<file path="config.mk">
export PLATFORM = sky130hd
export DESIGN_NAME = per_pixel_median_stack
export DESIGN_NICKNAME = d
export VERILOG_FILES = /design/src/rtl/core/pms_pkg.sv /design/src/rtl/core/pms_datapath.sv /design/src/rtl/core/pms_ctrl.sv /design/src/rtl/core/per_pixel_median_stack.sv
export VERILOG_INCLUDE_DIRS = /design/src /design/src/rtl/core
export SDC_FILE = /design/constraint.sdc
export NUM_CORES = 1
export LEC_CHECK = 0
export BUFFER_PORTS_ARGS = -buffer_cell sky130_fd_sc_hd__buf_2
export CORE_AREA = 5 5 334 238
export CTS_BUF_LIST = sky130_fd_sc_hd__clkbuf_8
export CTS_CLUSTER_SIZE = 8
export DETAILED_ROUTE_END_ITERATION = 7
export DIE_AREA = 0 0 339 243
export PLACE_DENSITY = 0.65
export REMOVE_ABC_BUFFERS = 1
export SYNTH_ARGS = -nofsm -noshare
export SYNTH_HDL_FRONTEND = slang
export SYNTH_SLANG_ARGS = --single-unit
</file>
<file path="constraint.sdc">
create_clock -name clk -period 5.2 [get_ports clk]
set_clock_uncertainty 0.2 [all_clocks]
set_input_delay 0.52 -clock clk [delete_from_list [all_inputs] [get_ports clk]]
set_output_delay 0.52 -clock clk [all_outputs]
set_load 0.01 [all_outputs]
</file>
<file path="src/rtl/core/per_pixel_median_stack_defines.svh">
// ----------------------------------------------------------------------------
// Per-pixel median stack: assertion macros
// Shared concurrent assertion forms, clocked on clk and gated by arst_n.
// ----------------------------------------------------------------------------
`ifndef PER_PIXEL_MEDIAN_STACK_DEFINES_SVH
`define PER_PIXEL_MEDIAN_STACK_DEFINES_SVH

// same-cycle implication
`define PMS_ASSERT_SAME(lbl, ante, cons) \
	lbl: assert property (@(posedge clk) disable iff (!arst_n) (ante) |-> (cons)) \
		else $error("pms: same-cycle check failed");

// next-cycle implication
`define PMS_ASSERT_NEXT(lbl, ante, cons) \
	lbl: assert property (@(posedge clk) disable iff (!arst_n) (ante) |=> (cons)) \
		else $error("pms: next-cycle check failed");

`endif

</file>
<file path="src/rtl/core/pms_pkg.sv">
// ----------------------------------------------------------------------------
// pms_pkg
// Types and fixed widths shared by the median stack controller and datapath.
// ----------------------------------------------------------------------------
`default_nettype none

package pms_pkg;

	localparam int SAMPLE_W = 24;  // Q20.4
	localparam int MEDIAN_W = 25;  // Q20.5
	localparam int USED_W   = 6;

	typedef enum logic [2:0] {
		ST_IDLE,
		ST_SHIFT,
		ST_PLACE,
		ST_MRD0,
		ST_MRD1,
		ST_MOUT
	} pms_state_t;

	typedef enum logic [1:0] {
		WR_NONE,
		WR_IN,     // new sample into empty store
		WR_SHIFT,  // move entry down one slot
		WR_KEY     // drop key into its slot
	} pms_wr_sel_t;

	typedef enum logic [2:0] {
		RD_NONE,
		RD_LOAD,   // entry count-1 on accept
		RD_SHIFT,  // entry pos-2 while shifting
		RD_MED_A,  // median operand at the lower address
		RD_MED_B   // median operand at the upper address
	} pms_rd_sel_t;

	typedef struct packed {
		logic        load;
		pms_wr_sel_t wr_sel;
		pms_rd_sel_t rd_sel;
		logic        pos_dec;
		logic        lo_cap;
		logic        out_load;
	} pms_cmd_t;

	typedef struct packed {
		logic full;
		logic empty;
		logic prev_less;
		logic pos_one;
		logic last;
		logic out_free;
	} pms_stat_t;

endpackage

`default_nettype wire

</file>
<file path="src/rtl/core/pms_datapath.sv">
// ----------------------------------------------------------------------------
// pms_datapath
// Sorted sample store, insertion pointer, counters and result register.
// ----------------------------------------------------------------------------
`default_nettype none

module pms_datapath #(
	parameter int MAX_FRAMES = 32
) (
	input  wire logic                                  clk,
	input  wire logic                                  arst_n,
	input  wire logic signed [pms_pkg::SAMPLE_W-1:0]   sample,
	input  wire logic                                  last_sample,
	input  wire pms_pkg::pms_cmd_t                     cmd,
	output pms_pkg::pms_stat_t                         stat,
	output logic signed [pms_pkg::MEDIAN_W-1:0]        median_value,
	output logic [pms_pkg::USED_W-1:0]                 samples_used,
	output logic                                       overflowed,
	output logic                                       result_valid,
	input  wire logic                                  result_ready
);

	localparam int AW    = (MAX_FRAMES > 1) ? $clog2(MAX_FRAMES) : 1;
	localparam int CNT_W = $clog2(MAX_FRAMES + 1);
	localparam int SW    = pms_pkg::SAMPLE_W;

	logic [SW-1:0]    store_mem [0:MAX_FRAMES-1];
	logic [SW-1:0]    rdata_q;
	logic [SW-1:0]    key_q;
	logic [SW-1:0]    lo_q;
	logic [AW-1:0]    pos_q;
	logic [CNT_W-1:0] cnt_q;
	logic             ovf_q;
	logic             last_q;
	logic             out_valid_q;

	logic [pms_pkg::MEDIAN_W-1:0] median_q;
	logic [pms_pkg::USED_W-1:0]   used_q;
	logic                         ovf_out_q;

	logic [CNT_W-1:0] half;
	logic             wr_en;
	logic [AW-1:0]    wr_addr;
	logic [SW-1:0]    wr_data;
	logic             rd_en;
	logic [AW-1:0]    rd_addr;
	logic             full;

	assign full = (cnt_q >= CNT_W'(MAX_FRAMES));
	assign half = cnt_q >> 1;

	// write port
	always_comb begin
		wr_en   = 1'b1;
		wr_addr = pos_q;
		wr_data = key_q;
		case (cmd.wr_sel)
			pms_pkg::WR_IN: begin
				wr_addr = '0;
				wr_data = sample;
			end
			pms_pkg::WR_SHIFT: begin
				wr_data = rdata_q;
			end
			pms_pkg::WR_KEY: begin
				wr_data = key_q;
			end
			default: begin
				wr_en = 1'b0;
			end
		endcase
	end

	// read port
	always_comb begin
		rd_en   = 1'b1;
		rd_addr = '0;
		case (cmd.rd_sel)
			pms_pkg::RD_LOAD:  rd_addr = AW'(cnt_q - CNT_W'(1));
			pms_pkg::RD_SHIFT: rd_addr = pos_q - AW'(2);
			pms_pkg::RD_MED_A: rd_addr = cnt_q[0] ? AW'(half) : AW'(half - CNT_W'(1));
			pms_pkg::RD_MED_B: rd_addr = AW'(half);
			default:           rd_en   = 1'b0;
		endcase
	end

	always_ff @(posedge clk) begin
		if (wr_en) begin
			store_mem[wr_addr] <= wr_data;
		end
		if (rd_en) begin
			rdata_q <= store_mem[rd_addr];
		end
	end

	// payload registers
	always_ff @(posedge clk) begin
		if (cmd.load) begin
			key_q <= sample;
			pos_q <= AW'(cnt_q);
		end else if (cmd.pos_dec) begin
			pos_q <= pos_q - AW'(1);
		end
		if (cmd.lo_cap) begin
			lo_q <= rdata_q;
		end
		if (cmd.out_load) begin
			// odd count reads the middle twice, so the sum is the doubled value
			median_q  <= {lo_q[SW-1], lo_q} + {rdata_q[SW-1], rdata_q};
			used_q    <= pms_pkg::USED_W'(cnt_q);
			ovf_out_q <= ovf_q;
		end
	end

	// control registers
	always_ff @(posedge clk or negedge arst_n) begin
		if (!arst_n) begin
			cnt_q       <= '0;
			ovf_q       <= 1'b0;
			last_q      <= 1'b0;
			out_valid_q <= 1'b0;
		end else begin
			if (cmd.load) begin
				last_q <= last_sample;
				if (full) begin
					ovf_q <= 1'b1;
				end else begin
					cnt_q <= cnt_q + CNT_W'(1);
				end
			end
			if (cmd.out_load) begin
				cnt_q       <= '0;
				ovf_q       <= 1'b0;
				out_valid_q <= 1'b1;
			end else if (result_ready) begin
				out_valid_q <= 1'b0;
			end
		end
	end

	always_comb begin
		stat.full      = full;
		stat.empty     = (cnt_q == '0);
		stat.prev_less = ($signed(rdata_q) < $signed(key_q));
		stat.pos_one   = (pos_q == AW'(1));
		stat.last      = last_q;
		stat.out_free  = !out_valid_q || result_ready;
	end

	assign median_value = $signed(median_q);
	assign samples_used = used_q;
	assign overflowed   = ovf_out_q;
	assign result_valid = out_valid_q;

endmodule

`default_nettype wire

</file>
<file path="src/rtl/core/pms_ctrl.sv">
// ----------------------------------------------------------------------------
// pms_ctrl
// Sequencer for insertion, median read-out and result hand-off.
// ----------------------------------------------------------------------------
`default_nettype none

module pms_ctrl (
	input  wire logic               clk,
	input  wire logic               arst_n,
	input  wire logic               sample_valid,
	input  wire logic               last_sample,
	output logic                    sample_ready,
	input  wire pms_pkg::pms_stat_t stat,
	output pms_pkg::pms_cmd_t       cmd
);

	pms_pkg::pms_state_t state_q;
	pms_pkg::pms_state_t state_d;

	always_ff @(posedge clk or negedge arst_n) begin
		if (!arst_n) begin
			state_q <= pms_pkg::ST_IDLE;
		end else begin
			state_q <= state_d;
		end
	end

	always_comb begin
		state_d      = state_q;
		sample_ready = 1'b0;
		cmd.load     = 1'b0;
		cmd.wr_sel   = pms_pkg::WR_NONE;
		cmd.rd_sel   = pms_pkg::RD_NONE;
		cmd.pos_dec  = 1'b0;
		cmd.lo_cap   = 1'b0;
		cmd.out_load = 1'b0;
		case (state_q)
			pms_pkg::ST_IDLE: begin
				sample_ready = 1'b1;
				if (sample_valid) begin
					cmd.load = 1'b1;
					if (stat.full) begin
						if (last_sample) state_d = pms_pkg::ST_MRD0;
					end else if (stat.empty) begin
						cmd.wr_sel = pms_pkg::WR_IN;
						if (last_sample) state_d = pms_pkg::ST_MRD0;
					end else begin
						cmd.rd_sel = pms_pkg::RD_LOAD;
						state_d    = pms_pkg::ST_SHIFT;
					end
				end
			end
			pms_pkg::ST_SHIFT: begin
				if (stat.prev_less) begin
					cmd.wr_sel  = pms_pkg::WR_SHIFT;
					cmd.pos_dec = 1'b1;
					if (stat.pos_one) begin
						state_d = pms_pkg::ST_PLACE;
					end else begin
						cmd.rd_sel = pms_pkg::RD_SHIFT;
					end
				end else begin
					cmd.wr_sel = pms_pkg::WR_KEY;
					state_d    = stat.last ? pms_pkg::ST_MRD0 : pms_pkg::ST_IDLE;
				end
			end
			pms_pkg::ST_PLACE: begin
				cmd.wr_sel = pms_pkg::WR_KEY;
				state_d    = stat.last ? pms_pkg::ST_MRD0 : pms_pkg::ST_IDLE;
			end
			pms_pkg::ST_MRD0: begin
				cmd.rd_sel = pms_pkg::RD_MED_A;
				state_d    = pms_pkg::ST_MRD1;
			end
			pms_pkg::ST_MRD1: begin
				cmd.lo_cap = 1'b1;
				cmd.rd_sel = pms_pkg::RD_MED_B;
				state_d    = pms_pkg::ST_MOUT;
			end
			pms_pkg::ST_MOUT: begin
				if (stat.out_free) begin
					cmd.out_load = 1'b1;
					state_d      = pms_pkg::ST_IDLE;
				end
			end
			default: begin
				state_d = pms_pkg::ST_IDLE;
			end
		endcase
	end

endmodule

`default_nettype wire

</file>
<file path="src/rtl/core/per_pixel_median_stack.sv">
// ----------------------------------------------------------------------------
// per_pixel_median_stack
// Median of one pixel's samples over a frame stack, kept sorted by insertion.
// ----------------------------------------------------------------------------
//
//  channel   ports                                        handshake
//  -------   -------------------------------------------  --------------------------
//  in        sample[23:0], last_sample                    sample_valid / sample_ready
//  out       median_value[24:0], samples_used, overflowed result_valid / result_ready
//
//  A request with the store empty or full needs no shifting; otherwise each
//  stored entry below the sample moves one slot on (one shift per cycle),
//  then the sample is placed. A last request adds the median read-out
//  (ST_MRD0, ST_MRD1, ST_MOUT); if the previous result still waits for
//  result_ready, ST_MOUT holds and new requests stall. Reset is asynchronous;
//  the store is not cleared, since only written entries are ever read.
//
`default_nettype none

module per_pixel_median_stack #(
	parameter int MAX_FRAMES = 32  // store depth, 1..63
) (
	input  wire logic                                clk,
	input  wire logic                                arst_n,
	input  wire logic signed [pms_pkg::SAMPLE_W-1:0] sample,
	input  wire logic                                last_sample,
	input  wire logic                                sample_valid,
	output logic                                     sample_ready,
	output logic signed [pms_pkg::MEDIAN_W-1:0]      median_value,
	output logic [pms_pkg::USED_W-1:0]               samples_used,
	output logic                                     overflowed,
	output logic                                     result_valid,
	input  wire logic                                result_ready
);

	`include "per_pixel_median_stack_defines.svh"

	pms_pkg::pms_cmd_t  cmd;
	pms_pkg::pms_stat_t stat;

	// sequencer: accepts requests, walks the insertion, reads the median
	pms_ctrl u_ctrl (
		.clk          (clk),
		.arst_n       (arst_n),
		.sample_valid (sample_valid),
		.last_sample  (last_sample),
		.sample_ready (sample_ready),
		.stat         (stat),
		.cmd          (cmd)
	);

	// store, pointers, median adder and result register
	pms_datapath #(
		.MAX_FRAMES (MAX_FRAMES)
	) u_dp (
		.clk          (clk),
		.arst_n       (arst_n),
		.sample       (sample),
		.last_sample  (last_sample),
		.cmd          (cmd),
		.stat         (stat),
		.median_value (median_value),
		.samples_used (samples_used),
		.overflowed   (overflowed),
		.result_valid (result_valid),
		.result_ready (result_ready)
	);

	// a new result never overwrites one that is still waiting
	`PMS_ASSERT_SAME(a_no_overwrite, cmd.out_load, !result_valid || result_ready)

	// a last request always holds off the next one while the median is read
	`PMS_ASSERT_NEXT(a_last_blocks, sample_valid && sample_ready && last_sample, !sample_ready)

	// the pointer steps down exactly when an entry is shifted within the store
	`PMS_ASSERT_SAME(a_dec_on_shift, cmd.pos_dec, cmd.wr_sel == pms_pkg::WR_SHIFT)

endmodule

`default_nettype wire
</file>
-- After elaboration in Yosys (flattened, before gate mapping)
Memories as Yosys holds them, arrays and structs flattened. A register that Yosys moved wholly into a read port is not among the register bits.
Index checks and enable logic that the tools add are counted.
- memory bits (writable): 768
- output and inout bits: 34
- memories: 1
- logic and storage cells: 92
- flip-flop bits (word level): 97
- multiplexer cells: 42
- magnitude comparators: 2
- reduce and logical (&&, ||, !) cells: 13
- eq/ne operators: 17
- $add $sub $neg: 6
- memory list (name ; words ; bits a word ; read ports ; clocked after memory_dff ; wr ports ; RTL line ; text):
    u_dp.store_mem ; 32 ; 24 ; 1 ; 1 ; 1 ; pms_datapath.sv:27 ; logic [SW-1:0] store_mem [0:MAX_FRAMES-1];
- operator list (operator ; number):
    $pmux 24 s2 ; 1
    $add 24x24->25 ; 1
    $mux 5 ; 5
    $lt 24x24->1 ; 1
    $mux 3 ; 8
    $mux 6 ; 4
    $pmux 5 s4 ; 1
    $mux 1 ; 18
    $pmux 3 s6 ; 1
    $sub 5x1->5 const B ; 3
    $eq 3x2->1 const B ; 4
    $pmux 3 s4 ; 1
    $eq 3x3->1 const B ; 3
    $reduce_bool 2->1 ; 4
    $add 6x1->6 const B ; 1
    $eq 3x1->1 const B ; 2
    $ge 6x6->1 const B ; 1
    $logic_not 6->1 ; 1
    $ne 2x2->1 const B ; 3
    $pmux 2 s3 ; 1
    $eq 5x1->1 const B ; 1
    $sub 5x2->5 const B ; 1
    $eq 2x2->1 const B ; 2
    $mux 2 ; 2
    9 further kinds ; 10

-- Logic depth before layout (Yosys ltp)
Gate-level depths: netlist of run 1.
- word-level depth: 10
- depth in mapped cells: 17
- mapped depth without buffers: 16

-- Modules after synthesis
A second synthesis of run 1 with hierarchy kept.
- cells, all modules: 2391
- area total of the unflattened synthesis: 36831.6 µm²
- modules (own cells, without submodules) (module ; area an instance (µm²) ; times used ; cells an instance):
    pms_datapath ; 36473.7 ; 1 ; 2346
    pms_ctrl ; 357.8 ; 1 ; 45

-- Worst setup path after synthesis of run 1
OpenSTA, ideal clock, no wires.
- path type: reg-to-reg
- start point: reg u_dp.rdata_q[17] (read register of u_dp.store_mem)
- end point: mem u_dp.store_mem[29][0] (netlist bit), enable pin
- data required time: 4595 ps
- clock period less this slack: 4742 ps
- cell stages (with the launch flop): 16
- arrival time: 4137 ps
- path slack: 458 ps
- library setup time: 405 ps
- cells stage by stage: edfxtp_1 ha_1 a21oi_1 nor2_1 a211oi_1 o211ai_1 or3_1 and2_1 nand2b_1 a21oi_1 nor2_1 or2_2 ha_1 nor2_1 nand3_1 nor2_1
- word-level cells in the longest chain between the ends: 8
- elaborated cells on any way between the ends: 11
- those cells by class: 1 x order compare; 3 x eq/ne; 6 x mux; 1 x reduce/logical
- ends and longest elaborated chain (what ; RTL line ; text):
    from (decl) ; pms_datapath.sv:28 ; logic [SW-1:0] rdata_q;
    $lt 24x24->1 * ; pms_datapath.sv:144 ; stat.prev_less = ($signed(rdata_q) < $signed(key_q));
    $mux 1 * ; pms_ctrl.sv:54 ; if (stat.prev_less) begin
    $pmux 2 s3 * ; pms_ctrl.sv:37 ; case (state_q)
    $eq 2x2->1 or $eq 2x1->1 (tied branches) ; pms_datapath.sv:57 ; case (cmd.wr_sel)
    $reduce_or 3->1 (no source line) ; - ;
    $mux 1 ; pms_datapath.sv:57 ;
    $mux 1 ; pms_datapath.sv:88 ; if (wr_en) begin
    $mux 1 (not written as such) ; pms_datapath.sv:89 ; store_mem[wr_addr] <= wr_data;
    to (decl) ; pms_datapath.sv:27 ;
Every way passes the cells marked *; elsewhere a longest branch is shown, timed or not.

-- Worst setup path in the final report of run 1
- start point: reg u_dp.rdata_q[23] (read register of u_dp.store_mem)
- end point: reg u_dp.rdata_q[17] (read register of u_dp.store_mem) (data pin)
- word-level cells in the longest chain between the ends: 6
- elaborated cells on any way between the ends: 10
- those cells by class: 1 x order compare; 4 x eq/ne; 4 x mux; 1 x reduce/logical
- ends and longest elaborated chain (what ; RTL line ; text):
    $lt 24x24->1 * ; pms_datapath.sv:144 ;
    $mux 3 * ; pms_ctrl.sv:54 ;
    $pmux 3 s4 * ; pms_ctrl.sv:37 ;
    $eq 3x1->1, or another cell as far along ; pms_datapath.sv:78 ; case (cmd.rd_sel)
    $reduce_or 4->1 (no source line) ; - ;
    $mux 1 ; pms_datapath.sv:78 ;
Marks and branches as above.
A chain may end at the register's enable or synchronous reset.

==> results.json, run 1 <==
{
  "drt_iter0_drc": 3114,
  "antenna_found_initial": 0,
  "setup_tns_ns": 0,
  "cts-htree-levels": 4,
  "outcome": "complete, no violations",
  "grt_pass1_vias": 24195,
  "grt_usage_pct": 24.6,
  "syn_inst": 2742,
  "ios": 63,
  "finalWirelength_mm": 104,
  "multi_input_area_sq_um": 10100,
  "top_usage_layer": "met1",
  "rows": 85,
  "nets": 3017,
  "cts_tree": "yes",
  "start_kind": "flop",
  "hold_slack_ns": 0.262,
  "min_path_type": "flop to flop",
  "design_area_sq_um": 43300,
  "start_util_pct": 49.3,
  "worst_pin_slew_ns": 1.19,
  "critical_path_class": "flop to flop",
  "ys_warn_count": 0,
  "drv_slew": 0,
  "reg2reg_slack_ns": 0.18,
  "fp.dieH_microns": 243,
  "place_hpwl_mm": 62.9,
  "crit_fanout": 35,
  "fillCellCount": 5901,
  "cts_buffers": 136,
  "setup_viol": 0,
  "grt_setup_unrepaired": "false",
  "hold_violations": 0,
  "seqCellArea_sq_um": 26600,
  "vias": 25098,
  "cts_buffer_depth": 3,
  "synth_edf_count": 877,
  "endpoint_kind": "flop",
  "slew_headroom_pct": 20.7,
  "cap_viol_max_count": 0,
  "placed_cell_area_sq_um": 40700,
  "postSynth.asyncResetShare_pct": 1.35,
  "cts_root_buf": "clkbuf_8",
  "netlist_area_sq_um": 37500,
  "grtUsageMet3_pct": 5.92,
  "worstPathRequired_ns": 5.43,
  "grt_pass1_wl_mm": 154,
  "finalCritPeriodShare_pct": 96.6,
  "io_buffers": 62,
  "synth.avg_cell_area_sq_um": 13.7,
  "ys_types": 68,
  "grt.met1_usage_pct": 37.2,
  "synthFlopType": "edfxtp_1",
  "detail_route.vias_per_cell": 6.29,
  "gr-total-overflow": 0,
  "insertion_delay_ns": 0.74,
  "cts_sinks": 889,
  "drive_above_1_share_pct": 16.3,
  "ys_ff_latch": 889,
  "drt-pass1-iter-count": 6,
  "use_met2_pct": 35.8,
  "drt.antenna.violating_nets": 0,
  "timing.fmax_mhz": 199,
  "period_minus_slack_ns": 5.02,
  "critPathArrivalTime_ns": 5.25,
  "route.detailed.drc": 0,
  "area_delta_synth_final_pct": 15.3,
  "die_w_microns": 339,
  "routedWlPerCell_microns": 26.0,
  "synth.yosys.seq_area_share_pct": 71.0,
  "grt_max_degree": 88,
  "core_area_sq_um": 76000,
  "clk_pin_slew_ns": 0.06,
  "gp_congestion": 0.889,
  "dieArea_sq_um": 82400
}
## synthesized netlist by cell type, drive strengths merged, types with 3 or more instances
| master | count | area, sq um |
|---|---|---|
| o21ai | 311 | 1560 |
| o21a | 3 | 22.5 |
| a41oi | 52 | 455 |
| xor2 | 17 | 149 |
| o31ai | 3 | 22.5 |
| nand4 | 6 | 37.5 |
| a21o | 6 | 45.0 |
| dfrtp | 12 | 300 |
| a22oi | 74 | 561 |
| a31oi | 51 | 319 |
| edfxtp | 877 | 26300 |
| buf | 107 | 567 |
| o221ai | 3 | 32.5 |
| nand2 | 48 | 183 |
| nor2 | 96 | 363 |
| nand2b | 8 | 50.1 |
| a211oi | 6 | 50.1 |
| nand3b | 3 | 22.5 |
| and3 | 3 | 18.8 |
| nor4 | 27 | 275 |
| inv | 38 | 143 |
| nor3 | 13 | 70.1 |
| ha | 60 | 751 |
| nor2b | 11 | 68.8 |
| mux2i | 98 | 993 |
| a21boi | 3 | 22.5 |
| and2 | 3 | 18.8 |
| a21oi | 57 | 289 |
| or3 | 6 | 37.5 |
| a311oi | 3 | 26.3 |
| xnor2 | 19 | 166 |
| nor3b | 3 | 22.5 |
| clkbuf | 108 | 413 |
| nand3 | 585 | 2930 |
## cell type report
| cell class | count | area share [%] |
|---|---|---|
| inverter | 38 | 0.330 |
| tap | 1000 | 2.89 |
| clock inverter | 51 | 0.532 |
| timing repair buffer | 262 | 6.64 |
| multi-input combinational | 1600 | 23.4 |
| clock buffer | 146 | 4.64 |
| sequential | 889 | 61.6 |
| antenna | 1 | 0.00578 |
## kinds of logic after synthesis
| logic type | count (synthesis) | share of synthesized area [%] |
|---|---|---|
| flip-flops | 889 | 71.0 |
| multiplexers | 100 | 2.71 |
| XOR/XNOR | 36 | 0.840 |
| adder cells (fa/ha/maj) | 61 | 2.05 |
| AND/OR/NAND/NOR | 820 | 11.1 |
| AO/OA/AOI/OAI | 583 | 9.33 |
| buffers and inverters | 253 | 2.99 |
## critical path: stages (launching register included)
cell	delay, ns
edfxtp_1	0.45
ha_1	0.53
nand4_1	0.30
nor4_4	0.42
o21ai_1	0.14
a21oi_2	0.33
o21ai_0	0.17
nand4_1	0.30
buf_4	0.23
a22oi_2	0.10
buf_12	0.22
buf_4	0.20
a22oi_1	0.22
a31oi_1	0.15
nor4_2	0.69
## registers in the layout, indices dropped and copies added (netlist names)
name and count:
u_dp.last_q 1, u_dp.rdata_q 24, u_dp.samples_used 6, u_ctrl.state_q 3, u_dp.pos_q 5, u_dp.overflowed 1, u_dp.result_valid 1, u_dp.cnt_q 6
u_dp.ovf_q 1, u_dp.store_mem 768, u_dp.key_q 24, u_dp.median_value 25, u_dp.lo_q 24
## cells in the final DEF (no fill, tap or decap), types with 59 or more instances in the layout
master and instances:
a22oi_1 73, buf_12 79, buf_2 62, buf_4 92, clkbuf_8 146, edfxtp_1 877, ha_1 59, inv_1 70
mux2i_1 97, nand3_1 585, nor2_1 63, o21ai_0 310
## metal layers
metal	wire, microns	up-vias
met1	45100	12482
met2	45500	1438
met5	0	-
met4	2340	0
li1	-	11022
met3	10800	156
## path summary, 6_finish.rpt
kind | startpoint | end | cells past startpoint
hold reg to reg | u_dp.ovf_q$_DFFE_PN0P_ | u_dp.overflowed$_DFFE_PP_ | 0
max in group asynchronous | arst_n | u_ctrl.state_q[0]$_DFFE_PN0P_ | 3
hold / removal | u_dp.ovf_q$_DFFE_PN0P_ | u_dp.overflowed$_DFFE_PP_ | 0
setup / recovery | u_dp.rdata_q[23]$_DFFE_PN_ | u_dp.rdata_q[17]$_DFFE_PN_ | 14
min in group asynchronous | arst_n | u_dp.cnt_q[1]$_DFFE_PN0P_ | 3
setup reg to reg | u_dp.rdata_q[23]$_DFFE_PN_ | u_dp.rdata_q[17]$_DFFE_PN_ | 14
## timing repair
item | CTS | global route
gates resized for setup | 2 | 1
setup endpoints to repair | 864 | 1495
buffers inserted | 0 | 0
hold buffers | 29 | 0
pin swaps | 0 | 1
endpoints found under the hold margin | 40 | 0
## per-stage QoR
| step | setup WS [ns] | util [%] | std cells |
|---|---|---|---|
| 5_1_grt | 0.00728 | 56.9 | 3986 |
| 3_3_place_gp | -0.222 | 53.5 | 3760 |
| 2_1_floorplan | -12.15 | - | 2527 |
| 6_report | 0.179 | 56.9 | 3987 |
| 4_1_cts | 0.0343 | 56.9 | 3986 |
| 3_5_place_dp | -0.358 | 53.5 | 3760 |
Power of run 1 is left out: the tool's default activity adds up to more than one toggle a clock period on the data nets, which glitch-free logic cannot reach.
==> run 2, diff against run 1 <==
Settings changed: CAP_MARGIN from default to 5, CORE_AREA 5 5 334 238 to 10 10 357 255, DIE_AREA 0 0 339 243 to 0 0 367 265, PLACE_DENSITY 0.65 to default.
==> run 2 against run 1 <==
Against the previous run: routed wire length barely moved; register-to-register slack got worse by 0.15 ns; die area rose by 18%; utilization fell by 5.7 points; count of clock-buffer cells in the layout fell by 2; global-route usage fell by 3.9 points; cell count rose by 2.8%; worst hold slack got worse by 0.014 ns; via count fell by 0.92%; final area fell by 0.60%; highest routed layer unchanged.
==> results.json, run 2 (same netlist as run 1, synthesis figures left out) <==
{
  "outcome": "complete, no violations",
  "dieArea_sq_um": 97300,
  "fillCellCount": 7043,
  "crit_slowest_cell": "a21oi_2",
  "cts_buffer_depth": 3,
  "cpPeakStageDelay_ns": 0.92,
  "largest_reg_flops": 768,
  "ios": 63,
  "cts_sinks": 889,
  "final.setup.worst_slack_ns": 0.0258,
  "gr-total-overflow": 0,
  "drive_above_1_share_pct": 15.6,
  "start_util_pct": 44.7,
  "nets": 2998,
  "post_cts_buffers": 0,
  "critical_path_class": "flop to flop",
  "grt_setup_unrepaired": "true",
  "io_buffers": 62,
  "hold_violations": 0,
  "insertion_delay_ns": 0.77,
  "seqCellArea_sq_um": 26600,
  "cts_root_buf": "clkbuf_8",
  "endpoint_kind": "flop",
  "routedWlPerCell_microns": 25.3,
  "layout.cells.most_common": "edfxtp_1",
  "crit_fanout": 32,
  "die_w_microns": 367,
  "period_minus_slack_ns": 5.17,
  "area_delta_synth_final_pct": 14.6,
  "antenna_found_initial": 3,
  "grt_usage_pct": 20.7,
  "vias": 24867,
  "rows": 89,
  "cap_viol_max_count": 0,
  "critPathArrivalTime_ns": 5.34,
  "pre_cts_slack_ns": 0.192,
  "setup_viol": 0,
  "min_path_type": "flop to flop",
  "cts_tree": "yes",
  "grt_max_degree": 141,
  "place_hpwl_mm": 61.8,
  "gp_congestion": 0.861,
  "core_area_sq_um": 84000,
  "drt_iter0_drc": 3042,
  "finalWirelength_mm": 104,
  "clk_pin_slew_ns": 0.06,
  "cts_buffers": 135,
  "worstPathCellList": "ha_1 -> nand4_1 -> nor4_1 -> buf_4 -> o21ai_1 -> a21oi_2 -> o21ai_0 -> and2_1 -> nand2b_1 -> a21oi_1 -> nor2_1 -> or2_2 -> ha_2 -> buf_12 -> nor2_1 -> a21oi_2",
  "cts-htree-levels": 4,
  "finalCritPeriodShare_pct": 99.5,
  "drt-pass1-iter-count": 6,
  "grt_pass1_vias": 24176,
  "worstPathRequired_ns": 5.36,
  "largest_register": "u_dp.store_mem",
  "start_kind": "flop",
  "multi_input_area_sq_um": 10200,
  "drv_slew": 0,
  "grt_pass1_wl_mm": 156,
  "worst_pin_slew_ns": 1.29,
  "timing.fmax_mhz": 193,
  "fp.dieH_microns": 265,
  "route.detailed.drc": 0,
  "detail_route.vias_per_cell": 6.07,
  "slew_headroom_pct": 14.1,
  "mostFrequentLayoutCells": "877 x edfxtp_1, 585 x nand3_1, 310 x o21ai_0, 144 x clkbuf_8, 97 x mux2i_1",
  "drt.antenna.violating_nets": 0
}
run 2: critical path, delay by kind of cell, from the launching register on:
family	cells	cell delay (ns)
AO/OA/AOI/OAI	5	1.52
adder cells (fa/ha/maj)	2	0.70
buffers and inverters	2	0.39
flip-flops	1	0.50
AND/OR/NAND/NOR	7	1.46
run 2: final cells by class:
class	count	area share, %
Antenna cell	1	0.00582
Sequential cell	889	61.9
Tap cell	1137	3.31
Inverter	38	0.332
Timing Repair Buffer	244	5.71
Multi-Input combinational cell	1600	23.6
Clock buffer	144	4.61
Clock inverter	47	0.489
run 2: final timing paths:
| path | start | end | slack (ns) | cells past startpoint |
|---|---|---|---|---|
| worst min register to register | u_dp.ovf_q$_DFFE_PN0P_ | u_dp.overflowed$_DFFE_PP_ | 0.25 | 0 |
| worst max register to register | u_dp.rdata_q[23]$_DFFE_PN_ | u_dp.store_mem[3][8]$_DFFE_PP_ | 0.03 | 16 |
| min in group asynchronous | arst_n | u_dp.cnt_q[3]$_DFFE_PN0P_ | 0.65 | 3 |
| worst min-delay path | u_dp.ovf_q$_DFFE_PN0P_ | u_dp.overflowed$_DFFE_PP_ | 0.25 | 0 |
| max in group asynchronous | arst_n | u_ctrl.state_q[2]$_DFFE_PN0P_ | 3.74 | 3 |
| worst max-delay path | u_dp.rdata_q[23]$_DFFE_PN_ | u_dp.store_mem[3][8]$_DFFE_PP_ | 0.03 | 16 |
run 2: timing repair:
action	CTS	global route
gates resized for setup	0	2
endpoints found under the setup margin	0	160
hold buffers	29	0
endpoints found under the hold margin	40	0
run 2: metal layers:
metal | routed length (microns) | share of wire, % | track usage [%]
met5 | 0 | 0 | 0
met4 | 2100 | 2.0 | 5.73
met3 | 8400 | 8.1 | 4.08
met2 | 46500 | 45 | 30.9
met1 | 46800 | 45 | 30.7
run 2: stage by stage:
stage / util, % / hold slack, ns / std cells / instance area [sq um] / setup TNS [ns]
floorplan: - / 0.0244 / 2527 / 36500 / -291.45
global placement: 48.2 / 0.212 / 3878 / 40500 / 0
detailed placement: 48.2 / 0.223 / 3878 / 40500 / 0
CTS: 51.2 / 0.249 / 4098 / 43000 / 0
global route: 51.2 / 0.260 / 4100 / 43000 / -3.95
finish: 51.2 / 0.248 / 4100 / 43000 / 0
Power of run 2 is left out for the same reason.
